==> src/lpm6_pkg.sv <==
`timescale 1ns / 1ps
// ----------------------------------------------------------------------------
// lpm6_pkg
// Shared types and helpers for the IPv6 longest-prefix-match route table.
// ----------------------------------------------------------------------------
package lpm6_pkg;

    localparam int unsigned ADDR_W  = 128;
    localparam int unsigned LEN_W   = 8;
    localparam int unsigned IDX_W   = 6;
    localparam int unsigned CNT_W   = 7;
    localparam logic [LEN_W-1:0] LEN_MAX = 8'd128;

    typedef enum logic
    {
        CMD_WRITE  = 1'b0,
        CMD_LOOKUP = 1'b1
    } cmd_t;

    // One item in flight: destination/prefix plus the best match so far
    // (a write item carries its entry data in the best-match fields).
    typedef struct packed
    {
        logic              valid;
        cmd_t              cmd;
        logic [IDX_W-1:0]  index;
        logic [ADDR_W-1:0] addr;
        logic              found;
        logic [LEN_W-1:0]  len;
        logic              direct;
        logic [ADDR_W-1:0] gw;
        logic [ADDR_W-1:0] pfx;
    } stage_t;

    // Mask of the most significant len bits of an address.
    function automatic logic [ADDR_W-1:0] prefix_mask(input logic [LEN_W-1:0] len);
        logic [ADDR_W-1:0] m;
        m = '0;
        for (int j = 0; j < ADDR_W; j++)
        begin
            m[ADDR_W-1-j] = (LEN_W'(j) < len);
        end
        return m;
    endfunction

endpackage

==> src/lpm6_cell.sv <==
`timescale 1ns / 1ps
// ----------------------------------------------------------------------------
// lpm6_cell
// One route entry and one pipeline stage: store the entry on a write item,
// compare and update the best match on a lookup item.
// ----------------------------------------------------------------------------
module lpm6_cell #(
    parameter int INDEX = 0
) (
    input  logic                        clk,
    input  logic                        rst_n,
    input  logic                        en,
    input  logic [lpm6_pkg::CNT_W-1:0]  route_count,
    input  lpm6_pkg::stage_t            din,
    output lpm6_pkg::stage_t            dout
);
    import lpm6_pkg::*;

    logic [ADDR_W-1:0] pfx_reg;
    logic [ADDR_W-1:0] mask_reg;
    logic [ADDR_W-1:0] gw_reg;
    logic [LEN_W-1:0]  len_reg;
    logic              dir_reg;
    logic              valid_reg;
    stage_t            data_reg;
    stage_t            data_next;
    logic              wr;
    logic              hit;

    assign wr = din.valid && (din.cmd == CMD_WRITE) && (int'(din.index) == INDEX);

    assign hit = (din.cmd == CMD_LOOKUP) && (int'(route_count) > INDEX)
                 && (((din.addr ^ pfx_reg) & mask_reg) == '0)
                 && (!din.found || (len_reg > din.len));

    always_comb
    begin
        data_next = din;
        if (hit)
        begin
            data_next.found  = 1'b1;
            data_next.len    = len_reg;
            data_next.direct = dir_reg;
            data_next.gw     = gw_reg;
            data_next.pfx    = pfx_reg;
        end
    end

    always_ff @(posedge clk)
    begin
        if (en && wr)
        begin
            pfx_reg  <= din.addr;
            mask_reg <= prefix_mask(din.len);
            len_reg  <= din.len;
            dir_reg  <= din.direct;
            gw_reg   <= din.gw;
        end
    end

    always_ff @(posedge clk or negedge rst_n)
    begin
        if (!rst_n)
        begin
            valid_reg <= 1'b0;
        end
        else if (en)
        begin
            valid_reg <= din.valid;
        end
    end

    always_ff @(posedge clk)
    begin
        if (en)
        begin
            data_reg <= data_next;
        end
    end

    always_comb
    begin
        dout       = data_reg;
        dout.valid = valid_reg;
    end

endmodule

==> config.mk <==
export PLATFORM = sky130hd
export DESIGN_NAME = lpm6_cell
export DESIGN_NICKNAME = d
export VERILOG_FILES = /design/src/lpm6_pkg.sv /design/src/lpm6_cell.sv
export SDC_FILE = /design/constraint.sdc
export NUM_CORES = 1
export LEC_CHECK = 0
export ABC_AREA = 1
export BUFFER_PORTS_ARGS = -buffer_cell sky130_fd_sc_hd__clkbuf_2
export CAP_MARGIN = 40
export CORE_AREA = 2 2 313 315
export CTS_CLUSTER_DIAMETER = 60
export DETAILED_ROUTE_END_ITERATION = 6
export DIE_AREA = 0 0 315 317
export GPL_ROUTABILITY_DRIVEN = 0
export GPL_TIMING_DRIVEN = 0
export PLACE_DENSITY_LB_ADDON = 0.08
export SLEW_MARGIN = 20
export SYNTH_ARGS = -nofsm -noshare
export SYNTH_HDL_FRONTEND = slang
export SYNTH_SLANG_ARGS = --single-unit
==> constraint.sdc <==
create_clock -name clk -period 5.28 [get_ports clk]
set_input_delay 0.792 -clock clk [delete_from_list [all_inputs] [get_ports clk]]
set_output_delay 0.792 -clock clk [all_outputs]
set_load 0.01 [all_outputs]
### After elaboration in Yosys (flattened, before gate mapping)

Index checks and enable logic that the tools add are counted.

* latch bits: 0
* bits in registers: 795
* input bits: 412
* ROM bits: 0
* output and inout bits: 402
* memories: 0
* RAM bits: 0

* shifts and indexed selects: 0
* $lt $le $gt $ge: 130
* bitwise logic cells: 3
* multiplexer cells: 1
* divide/modulo/power cells: 0
* equal/unequal tests: 0
* add/subtract/negate cells: 0
* reductions and logical operators: 10
* multipliers: 0

Operators by type and width (number)
* $lt A7 B8 Y1 const A: 64
* $mux W265: 1
* $lt A6 B8 Y1 const A: 32
* $and A128 B128 Y128: 1
* $logic_not A128 Y1: 1
* $lt A5 B8 Y1 const A: 16
* $xor A128 B128 Y128: 1
* $lt A4 B8 Y1 const A: 8
* $lt A3 B8 Y1 const A: 4
* $lt A1 B8 Y1 const A: 2
* $lt A2 B8 Y1 const A: 2
* $gt A8 B8 Y1: 1
* $gt A7 B1 Y1 const B: 1
* $logic_and A1 B1 Y1: 6
* $logic_not A6 Y1: 1
* $logic_not A1 Y1: 1
* $logic_or A1 B1 Y1: 1
* $not A1 Y1: 1

### Longest topological paths before layout

* word-level depth: 6
* depth in mapped cells: 15
* gate-level depth less buffers: 13

### Worst setup path after synthesis

Ideal clock, no wire load.

* path kind: input -> register
* from: input din[399] (netlist name)
* to: register dir_reg, enable pin
* arrival: 38.494 ns
* path buffers: 0
* stages: 1
* setup slack: -35.364 ns
* cells stage by stage: nor4_1

* cells in the longest elaborated chain, start to end: 3

RTL lines
* start: declaration: line lpm6_cell.sv:14 `input lpm6_pkg::stage_t din,`
* $logic_not A6 Y1: line lpm6_cell.sv:30 `assign wr = din.valid && (din.cmd == CMD_WRITE) && (int'(din.index) == INDEX);`
* $logic_and A1 B1 Y1: line lpm6_cell.sv:30
* $logic_and A1 B1 Y1: line lpm6_cell.sv:51 `if (en && wr)`
* end signal: assignment: line lpm6_cell.sv:56 `dir_reg <= din.direct;`
* end: declaration: line lpm6_cell.sv:23 `logic dir_reg;`

No other way between the ends.
A chain may end at the register's enable or synchronous reset.

==> results.md <==
* Final setup violating endpoints at 0
* Critical Path Fanout Max at 10
* DRT Wirelength at 120000 microns
* Share of cells above drive strength 1 at 29.7%
* Worst Hold Depth at 1
* Pre-antenna DRT Iters at 5
* First-pass GRT wire length at 166000 microns
* Slew headroom at 43.0%
* CTS Buffer Depth at 3
* Worst min path class: in2reg
* Layout Nets at 4082
* Placed cell areas at 38700 sq um
* VDD IR max at 0.238 mV
* GRT Total Usage at 23.4%
* Final min period at 4180 ps
* I/O Pins at 814
* Initial DRC count at 1904
* Post-Syn Instances at 2692
* Port Buffers at 813
* DR DRC count at 0
* Hpwl dp at 91700 microns
* Max Slew Vio Count at 0
* FFs w/ async S/R, synth at 0.126%
* RSZ-0062 raised after global routing: false
* Die X at 315 microns
* CP arrival at 4700 ps
* Cell Pwr Density at 353 nW/um^2
* Critical path capture point type: flop
* Status: completed
* Initial antenna violation count at 11
* Top cell types by occurrence after synthesis: 875 x nand2_1, 793 x edfxtp_1, 274 x nand4_1, 206 x inv_1, 132 x nor2_1
* Number of flops mapped to enable cells by yosys at 793
* # resized after CTS at 0
* Clock latency on the worst-skew pair at 680 ps
* Final Cycle Share at 79.3%
* Largest area contributor in the netlist: edfxtp_1
* Max FFs per register at 401
* Final hold viol count at 0
* Die ar. at 99900 sq um
* Remaining global-route overflow at 0
* Core Rows at 114
* Pleak at 18.1 nW
* Max-cap violations at 0
* Worst R2R Path Depth at 11
* Largest net degree at the start of global routing at 83
* Design area at 41800 sq um
* Worst Setup Path Type: in2reg
* Total placed cells including tap cells at 4836
* WL/cell at 23.8 microns
* Unique cell type count in the Yosys netlist at 29
* Mapped Avg Cell Area at 12.0 sq um
* Via Count at 23800
* Syn nets at 3112
* Fin cells at 5023
* Fin Clk Skew at 24.5 ps
* Worst-Margin Slew at 855 ps
* Fin Setup TNS at 0 ps
* Fin util at 43.4%
* Via/cell ratio at 4.73
* Initial Utilization at 33.6%
* Synth Flop Type: edfxtp_1
* Sinks on Clock Net at 794
* Top cells by area, synth: edfxtp_1 74%, nand2_1 10%, nand4_1 5.3%, inv_1 2.4%, nand3_1 1.7%
* Area delta synth->final at 29.3%
* Die Y at 317 microns
* Synthesized flop and latch total at 794
* Mapped Area at 32300 sq um
* Inserted Clock Buffers at 98
* Req. time, crit path at 5790 ps
* Achievable frequency at 0.239 GHz
* Vias in the first global route at 23100
* Yosys warns at 0
* Final Total Pwr at 0.0147 W
* ANT nets after route at 0
* CTS tree: done
* Seq/Total Area, Yosys at 73.8%
* Clock-pin slew on the worst setup and hold paths at 60 ps
* Setup crit start kind: input pin
* Yosys top cell area share at 73.7%
* Core footprint at 96300 sq um
* H-tree depth at 3
* Most common cell in the netlist: nand2_1
* Clock Tree Root: clkbuf_16
## layout by cell type, fill, tap and decap left out, drive strengths merged
master / n
a21o: 1
a21oi: 59
buf: 144
bufinv: 6
clkbuf: 975
clkinv: 42
clkinvlp: 6
dfrtp: 1
diode: 5
dlygate4sd3: 1
edfxtp: 793
ha: 8
inv: 223
mux2: 1
nand2: 875
nand3: 108
nand4: 274
nor2: 136
nor3: 1
nor4: 2
o21a: 2
o21ai: 60
o22ai: 3
or2: 20
xor2: 1
## layer usage
layer / up-vias / wire length (microns) / global-route usage [%]
met5: - / 44 / 0
met4: 6 / 1890 / 5.45
met3: 117 / 6450 / 4.12
met2: 737 / 60600 / 40.8
met1: 11500 / 50700 / 30.3
li1: 11400 / - / -
## layout make-up
type	instances	area (sq um)
Fill cell	9330	54500
Sequential cell	794	23800
Multi-Input combinational cell	1551	7010
Timing Repair Buffer	870	4740
Clock buffer	116	2540
Tap cell	1276	1600
Inverter	213	800
Buffer	134	718
Clock inverter	64	524
Antenna cell	5	12.5
## path summary, 6_finish.rpt
path | start | endpoint | slack (ps)
worst max-delay path | din[260] | dout[83]$_DFFE_PP_ | 1100
max in group asynchronous | rst_n | valid_reg$_DFFE_PN0P_ | 4750
worst min register to register | valid_reg$_DFFE_PN0P_ | valid_reg$_DFFE_PN0P_ | 510
min in group asynchronous | rst_n | valid_reg$_DFFE_PN0P_ | 440
worst min-delay path | din[174] | gw_reg[46]$_DFFE_PP_ | 310
worst max register to register | pfx_reg[54]$_DFFE_PP_ | dout[84]$_DFFE_PP_ | 1690
## stage by stage
stage / setup WS, ps / hold slack [ps]
3_5_place_dp: -252 / 498
6_report: 1100 / 309
4_1_cts: 483 / 246
3_3_place_gp: -24750 / 493
5_1_grt: 904 / 269
2_1_floorplan: -8690 / 482
## worst max-delay path, stage by stage
cell and delay, ps:
clkbuf_2 90, clkbuf_1 140, buf_6 210, clkinv_1 610
ha_1 590, nand2_1 70, o21ai_1 140, nand2_1 60
nand2_1 60, o21ai_1 110, nand2_1 270, clkbuf_1 340
clkbuf_1 620, nand4_1 420, nand2_1 140
## cell families (layout without fill, tap and decap cells)
group	after synthesis	after routing	share of synthesized area (%)
other	0	5	0
AO/OA/AOI/OAI	125	125	1.97
multiplexers	1	1	0.0348
adder cells (fa/ha/maj)	8	8	0.310
buffers and inverters	347	1397	4.69
AND/OR/NAND/NOR	1416	1416	19.2
flip-flops	794	794	73.8
XOR/XNOR	1	1	0.0271
## repair_timing
| action | 4_1_cts | 5_1_grt |
|---|---|---|
| hold buffers | 1 | 0 |
| setup buffers | 0 | 0 |
| endpoints found under the hold margin | 1 | 0 |
## where the power goes
part / internal [W] / switching (W)
logic: 0.000348 / 0.000665
clock network: 0.00374 / 0.00277
registers: 0.00717 / 0.0000540
total: 0.0113 / 0.00349
(Power assumes the default switching activity.)
